$ cat src/rtl/tsd_pkg.sv
// Shared types, constants and the CRC-8 step for the scratchpad decoder.
// No dependencies; every module of the block imports this package.
package tsd_pkg;

  localparam int unsigned FIFO_DEPTH = 2;
  localparam int unsigned FIFO_PTR_W = (FIFO_DEPTH > 1) ? $clog2(FIFO_DEPTH) : 1;
  localparam int unsigned FIFO_CNT_W = $clog2(FIFO_DEPTH + 1);

  localparam logic [3:0]  LAST_BYTE     = 4'd8;
  localparam logic [3:0]  HIGH_BYTE     = 4'd1;
  localparam logic [3:0]  REMAIN_BYTE   = 4'd6;
  localparam logic [7:0]  CRC_POLY_REFL = 8'h8C;
  localparam logic [15:0] TWELVE_MAX    = 16'd2047;
  localparam logic signed [16:0] HALF_OFFSET = 17'sd4;

  localparam logic [7:0] FAM_HALF_RST  = 8'd16;
  localparam logic [7:0] FAM_TWA_RST   = 8'd34;
  localparam logic [7:0] FAM_TWB_RST   = 8'd40;
  localparam logic [7:0] FAM_THERM_RST = 8'd59;

  typedef enum logic [1:0] {
    ST_OK     = 2'd0,
    ST_CRC    = 2'd1,
    ST_FAMILY = 2'd2
  } status_e;

  typedef enum logic [1:0] {
    REG_FAM_HALF  = 2'd0,
    REG_FAM_TWA   = 2'd1,
    REG_FAM_TWB   = 2'd2,
    REG_FAM_THERM = 2'd3
  } cfg_idx_e;

  typedef struct packed {
    logic [7:0] fam_half;
    logic [7:0] fam_twa;
    logic [7:0] fam_twb;
    logic [7:0] fam_therm;
  } cfg_t;

  // One finished frame, handed from the front end to the decode stage.
  typedef struct packed {
    logic [7:0] lo;
    logic [7:0] hi;
    logic [7:0] remain;
    logic [7:0] family;
    logic       crc_ok;
  } rec_t;

  function automatic logic [7:0] crc8_step(input logic [7:0] crc, input logic [7:0] b);
    logic [7:0] c;
    c = crc ^ b;
    for (int i = 0; i < 8; i++) begin
      if (c[0]) begin
        c = (c >> 1) ^ CRC_POLY_REFL;
      end else begin
        c = c >> 1;
      end
    end
    return c;
  endfunction

endpackage

$ cat src/rtl/tsd_front.sv
// Front end: counts scratchpad bytes, runs the CRC and captures bytes 0, 1 and 6.
// Emits one frame record on the ninth byte. Depends on tsd_pkg.
module tsd_front import tsd_pkg::*; (
  input  logic       clk_i,
  input  logic       rst_ni,
  input  logic       beat_i,
  input  logic [7:0] data_byte_i,
  input  logic [7:0] family_code_i,
  input  logic       frame_start_i,
  output logic       rec_push_o,
  output rec_t       rec_o
);

  logic [3:0] count_q, count_d, count_cur;
  logic [7:0] crc_q, crc_d, crc_cur;
  logic [7:0] lo_q, lo_d, hi_q, hi_d, remain_q, remain_d, fam_q, fam_d;

  always_comb begin
    count_cur = frame_start_i ? 4'd0 : count_q;
    if (count_cur > LAST_BYTE) begin
      count_cur = 4'd0;
    end
    crc_cur    = frame_start_i ? 8'd0 : crc_q;
    fam_d      = frame_start_i ? family_code_i : fam_q;
    count_d    = count_q;
    crc_d      = crc_q;
    lo_d       = lo_q;
    hi_d       = hi_q;
    remain_d   = remain_q;
    rec_push_o = 1'b0;
    if (beat_i) begin
      if (count_cur != LAST_BYTE) begin
        if (count_cur == 4'd0) begin
          lo_d = data_byte_i;
        end
        if (count_cur == HIGH_BYTE) begin
          hi_d = data_byte_i;
        end
        if (count_cur == REMAIN_BYTE) begin
          remain_d = data_byte_i;
        end
        crc_d   = crc8_step(crc_cur, data_byte_i);
        count_d = count_cur + 4'd1;
      end else begin
        crc_d      = crc_cur;
        count_d    = 4'd0;
        rec_push_o = 1'b1;
      end
    end
  end

  assign rec_o = '{lo: lo_q, hi: hi_q, remain: remain_q, family: fam_d,
                   crc_ok: (crc_cur == data_byte_i)};

  always_ff @(posedge clk_i or negedge rst_ni) begin
    if (!rst_ni) begin
      count_q <= 4'd0;
      crc_q   <= 8'd0;
    end else begin
      count_q <= count_d;
      crc_q   <= crc_d;
    end
  end

  always_ff @(posedge clk_i) begin
    lo_q     <= lo_d;
    hi_q     <= hi_d;
    remain_q <= remain_d;
    if (beat_i) begin
      fam_q <= fam_d;
    end
  end

endmodule

$ cat src/rtl/tsd_fifo.sv
// Short queue of frame records between the front end and the decode stage.
// Depth comes from tsd_pkg::FIFO_DEPTH.
module tsd_fifo import tsd_pkg::*; (
  input  logic clk_i,
  input  logic rst_ni,
  input  logic wr_i,
  input  rec_t wr_data_i,
  input  logic rd_i,
  output rec_t rd_data_o,
  output logic valid_o,
  output logic full_o
);

  localparam logic [FIFO_PTR_W-1:0] LAST_PTR = FIFO_PTR_W'(FIFO_DEPTH - 1);
  localparam logic [FIFO_CNT_W-1:0] DEPTH_CNT = FIFO_CNT_W'(FIFO_DEPTH);

  rec_t                  mem_q [FIFO_DEPTH];
  logic [FIFO_PTR_W-1:0] wptr_q, wptr_d, rptr_q, rptr_d;
  logic [FIFO_CNT_W-1:0] cnt_q, cnt_d;
  logic                  do_wr, do_rd;

  assign valid_o   = (cnt_q != '0);
  assign full_o    = (cnt_q == DEPTH_CNT);
  assign rd_data_o = mem_q[rptr_q];
  assign do_wr     = wr_i && !full_o;
  assign do_rd     = rd_i && valid_o;

  always_comb begin
    wptr_d = wptr_q;
    rptr_d = rptr_q;
    cnt_d  = cnt_q;
    if (do_wr) begin
      wptr_d = (wptr_q == LAST_PTR) ? '0 : wptr_q + 1'b1;
    end
    if (do_rd) begin
      rptr_d = (rptr_q == LAST_PTR) ? '0 : rptr_q + 1'b1;
    end
    if (do_wr && !do_rd) begin
      cnt_d = cnt_q + 1'b1;
    end else if (do_rd && !do_wr) begin
      cnt_d = cnt_q - 1'b1;
    end
  end

  always_ff @(posedge clk_i or negedge rst_ni) begin
    if (!rst_ni) begin
      wptr_q <= '0;
      rptr_q <= '0;
      cnt_q  <= '0;
    end else begin
      wptr_q <= wptr_d;
      rptr_q <= rptr_d;
      cnt_q  <= cnt_d;
    end
  end

  always_ff @(posedge clk_i) begin
    if (do_wr) begin
      mem_q[wptr_q] <= wr_data_i;
    end
  end

endmodule

$ cat src/rtl/tsd_back.sv
// Decode stage: classifies the frame by family, converts to sixteenths and
// holds the result in an output register. Depends on tsd_pkg.
module tsd_back import tsd_pkg::*; (
  input  logic               clk_i,
  input  logic               rst_ni,
  input  cfg_t               cfg_i,
  input  logic               rec_valid_i,
  input  rec_t               rec_i,
  output logic               rec_pop_o,
  input  logic               out_pop_i,
  output logic               out_valid_o,
  output logic signed [16:0] temp_o,
  output status_e            status_o
);

  logic               out_valid_q, out_valid_d;
  logic signed [16:0] temp_q, temp_d;
  status_e            status_q, status_d;
  logic [15:0]        half_word, raw16, therm_word;
  logic [3:0]         frac;

  assign rec_pop_o = rec_valid_i && (!out_valid_q || out_pop_i);

  always_comb begin
    // Count-remain refinement: (16 - remain) modulo 16.
    frac       = 4'd0 - rec_i.remain[3:0];
    half_word  = {rec_i.hi[4:0], rec_i.lo[7:1], frac};
    raw16      = {rec_i.hi, rec_i.lo};
    therm_word = {rec_i.hi, rec_i.lo[7:2], 2'b00};
    temp_d     = 17'sd0;
    status_d   = ST_OK;
    if (!rec_i.crc_ok) begin
      status_d = ST_CRC;
    end else if (rec_i.family == cfg_i.fam_half) begin
      temp_d = $signed({half_word[15], half_word}) - HALF_OFFSET;
    end else if (rec_i.family == cfg_i.fam_twa || rec_i.family == cfg_i.fam_twb) begin
      // Values above the 12-bit maximum are treated as negative 16-bit words.
      temp_d = $signed({(raw16 > TWELVE_MAX), raw16});
    end else if (rec_i.family == cfg_i.fam_therm) begin
      temp_d = $signed({therm_word[15], therm_word});
    end else begin
      status_d = ST_FAMILY;
    end
    out_valid_d = rec_pop_o || (out_valid_q && !out_pop_i);
  end

  always_ff @(posedge clk_i or negedge rst_ni) begin
    if (!rst_ni) begin
      out_valid_q <= 1'b0;
    end else begin
      out_valid_q <= out_valid_d;
    end
  end

  always_ff @(posedge clk_i) begin
    if (rec_pop_o) begin
      temp_q   <= temp_d;
      status_q <= status_d;
    end
  end

  assign out_valid_o = out_valid_q;
  assign temp_o      = temp_q;
  assign status_o    = status_q;

endmodule

$ cat src/rtl/temp_scratchpad_decoder.sv
// Scratchpad decoder top level: front end, record queue, decode stage, config.
// Takes one byte per cycle while full is low; each frame record enters the queue
// at the edge that takes its ninth byte, then moves to the output register once free.
// full rises only when the two-entry record queue is full and the output is held.
// Reset clears the byte count, CRC, queue and output valid; family registers return
// to 16, 34, 40 and 59. Depends on tsd_pkg and all tsd_* modules.
module temp_scratchpad_decoder import tsd_pkg::*; (
  input  logic               clk_i,
  input  logic               rst_ni,
  input  logic               push,
  output logic               full,
  input  logic [7:0]         data_byte_i,
  input  logic [7:0]         family_code_i,
  input  logic               frame_start_i,
  output logic               empty,
  input  logic               pop,
  output logic signed [16:0] temperature_sixteenths_o,
  output logic [1:0]         status_o,
  input  logic               cfg_valid_i,
  output logic               cfg_ready_o,
  input  logic [1:0]         cfg_index_i,
  input  logic [7:0]         cfg_data_i
);

  cfg_t    cfg_q, cfg_d;
  logic    beat, rec_push, rec_pop, rec_valid, mid_full, out_valid;
  rec_t    rec_in, rec_out;
  status_e status;

  assign cfg_ready_o = 1'b1;
  assign full        = mid_full;
  assign beat        = push && !mid_full;

  always_comb begin
    cfg_d = cfg_q;
    if (cfg_valid_i) begin
      case (cfg_idx_e'(cfg_index_i))
        REG_FAM_HALF:  cfg_d.fam_half  = cfg_data_i;
        REG_FAM_TWA:   cfg_d.fam_twa   = cfg_data_i;
        REG_FAM_TWB:   cfg_d.fam_twb   = cfg_data_i;
        REG_FAM_THERM: cfg_d.fam_therm = cfg_data_i;
        default:       cfg_d = cfg_q;
      endcase
    end
  end

  always_ff @(posedge clk_i or negedge rst_ni) begin
    if (!rst_ni) begin
      cfg_q <= '{fam_half: FAM_HALF_RST, fam_twa: FAM_TWA_RST,
                 fam_twb: FAM_TWB_RST, fam_therm: FAM_THERM_RST};
    end else begin
      cfg_q <= cfg_d;
    end
  end

  tsd_front u_front (
    .clk_i         (clk_i),
    .rst_ni        (rst_ni),
    .beat_i        (beat),
    .data_byte_i   (data_byte_i),
    .family_code_i (family_code_i),
    .frame_start_i (frame_start_i),
    .rec_push_o    (rec_push),
    .rec_o         (rec_in)
  );

  tsd_fifo u_fifo (
    .clk_i     (clk_i),
    .rst_ni    (rst_ni),
    .wr_i      (rec_push),
    .wr_data_i (rec_in),
    .rd_i      (rec_pop),
    .rd_data_o (rec_out),
    .valid_o   (rec_valid),
    .full_o    (mid_full)
  );

  tsd_back u_back (
    .clk_i       (clk_i),
    .rst_ni      (rst_ni),
    .cfg_i       (cfg_q),
    .rec_valid_i (rec_valid),
    .rec_i       (rec_out),
    .rec_pop_o   (rec_pop),
    .out_pop_i   (pop),
    .out_valid_o (out_valid),
    .temp_o      (temperature_sixteenths_o),
    .status_o    (status)
  );

  assign empty    = !out_valid;
  assign status_o = status;

  a_status_zero_temp: assert property (@(posedge clk_i) disable iff (!rst_ni)
    (!empty && status != ST_OK) |-> (temperature_sixteenths_o == 17'sd0))
    else $error("nonzero temperature with error status");

  a_status_code: assert property (@(posedge clk_i) disable iff (!rst_ni)
    !empty |-> (status == ST_OK || status == ST_CRC || status == ST_FAMILY))
    else $error("undefined status code on output");

  a_queue_full_holds: assert property (@(posedge clk_i) disable iff (!rst_ni)
    mid_full |-> (rec_valid && !empty))
    else $error("record queue full while decode stage is not holding a result");

  a_pop_drains: assert property (@(posedge clk_i) disable iff (!rst_ni)
    (rec_valid && empty) |=> !empty)
    else $error("waiting record was not moved to the output register");

endmodule
$ cat config.mk
export PLATFORM = sky130hd
export DESIGN_NAME = temp_scratchpad_decoder
export DESIGN_NICKNAME = d
export VERILOG_FILES = /design/src/rtl/tsd_pkg.sv /design/src/rtl/tsd_front.sv /design/src/rtl/tsd_fifo.sv /design/src/rtl/tsd_back.sv /design/src/rtl/temp_scratchpad_decoder.sv
export SDC_FILE = /design/constraint.sdc
export NUM_CORES = 1
export LEC_CHECK = 0
export BUFFER_PORTS_ARGS = -buffer_cell sky130_fd_sc_hd__buf_2
export CAP_MARGIN = 20
export CORE_MARGIN = 3
export CORE_UTILIZATION = 52
export DETAILED_ROUTE_END_ITERATION = 12
export GPL_ROUTABILITY_DRIVEN = 0
export PLACE_DENSITY = 0.79
export SLEW_MARGIN = 20
export SYNTH_ARGS = -nofsm -noshare
export SYNTH_HDL_FRONTEND = slang
export SYNTH_SLANG_ARGS = --single-unit
$ cat constraint.sdc
create_clock -name clk_i -period 9.2 [get_ports clk_i]
set_input_delay 1.84 -clock clk_i [delete_from_list [all_inputs] [get_ports clk_i]]
set_output_delay 1.84 -clock clk_i [all_outputs]
set_load 0.05 [all_outputs]
==> results.cfg <==
[floorplanning]
die_w_um = 124
core_region_area_um2 = 13400
start_util_pct = 53.8
io_pins = 54
die_area_um2 = 15300
rows = 42
die_h_um = 124

[setup_path]
r2r_end = u_back.temp_o[14]
reg2reg_slack_ps = 6030
critPathSlowestCell = nor3b_1
cp-end-kind = flop
critPathArrivalTime_ps = 4420
path_cells = buf_2 -> nor2_1 -> nand2_1 -> ha_1 -> or3b_2 -> nand2_1 -> nor3b_1
worst-path-stages = 7
worst-setup-path-type = in2reg
ff2ff_path_depth = 10
start_kind = input port
r2r_start = u_fifo.rptr_q
critPathMaxStageDelay_ps = 940
critPathTopFamily = simple AND/OR/NAND/NOR gates
crit_fanout = 31
worst_path_most_repeated_cell = nand2_1
critPathBufInv = 1
worstPathRequired_ps = 9250

[timing]
tightest_slew_ps = 992
setup_viol = 0
fin_ws_ps = 4830
min_period_over_period_pct = 47.5
hold_viol = 0
tns_ps = 0
rsz0062_at_grt = false
fin_worst_skew_ps = 17.0
slew_headroom_pct = 33.7
fmax_mhz = 229
slew_viol_final = 0
min_period_ps = 4370

[grt]
grt_pass1_vias = 4077
grt_max_degree = 50
grt_pass1_wl_um = 21000
antenna_found_initial = 0
grt_overflow = 0
track_usage_pct = 18.6

[drt]
via_per_inst = 5.40
firstDrtPassIters = 5
drc = 0
vias = 4113
wire_per_inst_um = 17.2
postRouteWirelength_um = 13100
dr.first_iter.drc_count = 259
ant_nets = 0

[logic_synthesis]
seq_area_frac_synth_pct = 60.9
ys_types = 58
ys.flop_type = edfxtp_1
synth_edf_count = 105
synth_top_area_cell = edfxtp_1
async_reset_ff_share_pct = 31.8
ys_ff_latch = 154
syn_nets = 554
syn_inst = 515
synth_area_leaders = edfxtp_1 44%, dfrtp_1 14%, xnor2_1 8.1%, mux2_2 6.9%, dfstp_2 3.6%
syn-cell-area_um2 = 7210
yosysTopAreaCellShare_pct = 43.7
avgSynthCellArea_um2 = 14.0
yosysWarnings = 0

[clock_network]
max-clock-path-buffers = 2
clk_latency_ps = 430
post_cts_resized = 0
clkTransAtPathRegs_ps = 60
cts_buffers = 17
hold_buffers = 0
cts_tree = built
clkSinkCount = 154
htreeDepth = 4
cts_root_buffer = clkbuf_16
cts_setup_buffers = 0

[pwr]
ir_worst_vdd_mv = 0.174
p_sw_w = 0.000795
p_clk_share_pct = 28.6
power_density_nw_per_um2 = 285
sw_frac_of_total_pct = 34.2
p_leak_nw = 2.99
p_comb_share_pct = 30.1
power_frac_seq_pct = 41.2
internal_power_w = 0.00153

[final_layout]
fin_area_um2 = 8180
nFillCells = 1022
drive_above_1_share_pct = 29.4
diodes = 0
syn2layout_area_growth_pct = 13.5
seqCellArea_um2 = 4390
multi_input_area_um2 = 2680
fin_util_pct = 61.0
num-nets-final = 611
finalNonFillerCells = 761

[placed_design]
place_area_um2 = 7610
port_buffers = 52
pre_cts_ws_ps = 4400
dp.cells = 729
place_hpwl_um = 9190

[status]
status = finished clean

[worst_hold_path]
min_from = u_front.remain_q[3]
whs_path_depth = 0
min_path_type = reg2reg
hold_path_end = u_fifo.mem_q[0][12]

[job]
drv_cap = 0
worst max-delay path by stage:
stage                        from  slack, ps            endpoint
finish              frame_start_i       4830     u_front.hi_q[7]
global route        frame_start_i       4580     u_front.hi_q[6]
CTS                 frame_start_i       4860     u_front.hi_q[7]
detailed placement  frame_start_i       4400     u_front.hi_q[1]
global placement    frame_start_i       4580     u_front.hi_q[2]
floorplan           frame_start_i       3380  u_fifo.mem_q[0][0]
metal layers:
metal / global-route usage, % / up-vias / share of wire [%]
met5: 0 / - / 0
met4: 8.93 / 0 / 1.6
met3: 4.31 / 16 / 4.6
met2: 28.9 / 86 / 48
met1: 24.9 / 2013 / 46
li1: - / 1998 / -
area by class of cell:
type	instances	area share, %
tap	176	2.69
sequential	154	53.7
inverter	8	0.367
timing repair buffer	56	3.58
multi-input combinational	335	32.7
clock inverter	13	1.65
clock buffer	19	5.29
sequential cells by signal (all words and copies together), names as in the netlist:
name and flops:
u_fifo.rptr_q 1, u_fifo.wptr_q 1, u_back.out_valid_o 1, u_front.lo_q 8
u_front.crc_q 8, u_front.hi_q 8, u_back.status_o 2, cfg_q 32
u_back.temp_o 17, u_fifo.cnt_q 2, u_front.fam_q 8, u_front.remain_q 4
u_fifo.mem_q 58, u_front.count_q 4
per-stage QoR:
stage | power [W] | hold slack [ps]
after global placement | 0.00165 | 429
after floorplan | 0.00154 | 421
after CTS | 0.00235 | 446
final | 0.00233 | 447
after global routing | 0.00245 | 463
after detailed placement | 0.00167 | 431
Yosys cell counts (4+ instances only):
| master | instances |
|---|---|
| inv_1 | 8 |
| nand2_1 | 36 |
| dfstp_2 | 10 |
| nor4_1 | 6 |
| nor2_1 | 30 |
| nand3_1 | 5 |
| a31oi_1 | 6 |
| xnor2_1 | 67 |
| ha_1 | 7 |
| dfrtp_1 | 39 |
| nand2b_1 | 5 |
| nor3b_1 | 4 |
| edfxtp_1 | 105 |
| o32ai_1 | 5 |
| nor3_1 | 12 |
| a21oi_1 | 4 |
| o21ai_0 | 11 |
| o21ai_2 | 8 |
| nor4_2 | 4 |
| xor2_1 | 13 |
| mux2i_2 | 6 |
| mux2_2 | 44 |
| mux2i_1 | 18 |
| clkbuf_1 | 6 |
cell usage in the layout (no fill, tap or decap), types with 13 or more instances in the layout:
cell	synthesis	routed
buf_2	3	51
clkbuf_16	0	17
dfrtp_1	39	38
edfxtp_1	105	105
mux2_2	44	44
mux2i_1	18	18
nand2_1	36	36
nor2_1	30	30
xnor2_1	67	67
xor2_1	13	13
power groups by stage:
stage,sequential (W),combinational [W],clock (W)
floorplan,0.00104,0.000498,0
global placement,0.000962,0.000684,0
detailed placement,0.000971,0.000703,0
CTS,0.000958,0.000706,0.000680
global route,0.000972,0.000763,0.000713
finish,0.000960,0.000702,0.000667
worst register-to-register path, delay by kind of cell (launching register included):
family / cells / cell delay [ps]
simple gates: 2 / 380
compound gates: 2 / 430
mux: 1 / 410
xor+xnor: 2 / 280
fa+ha+maj: 2 / 560
flops: 1 / 340
buf+inv: 1 / 510
kinds of logic after synthesis:
family,share of synthesized area (%)
compound gates,6.20
xor+xnor,9.72
fa+ha+maj,1.21
buf+inv,2.03
flops,60.9
mux,11.1
other cells,0.0520
simple gates,8.73
Power figures use the tool's default switching activity.
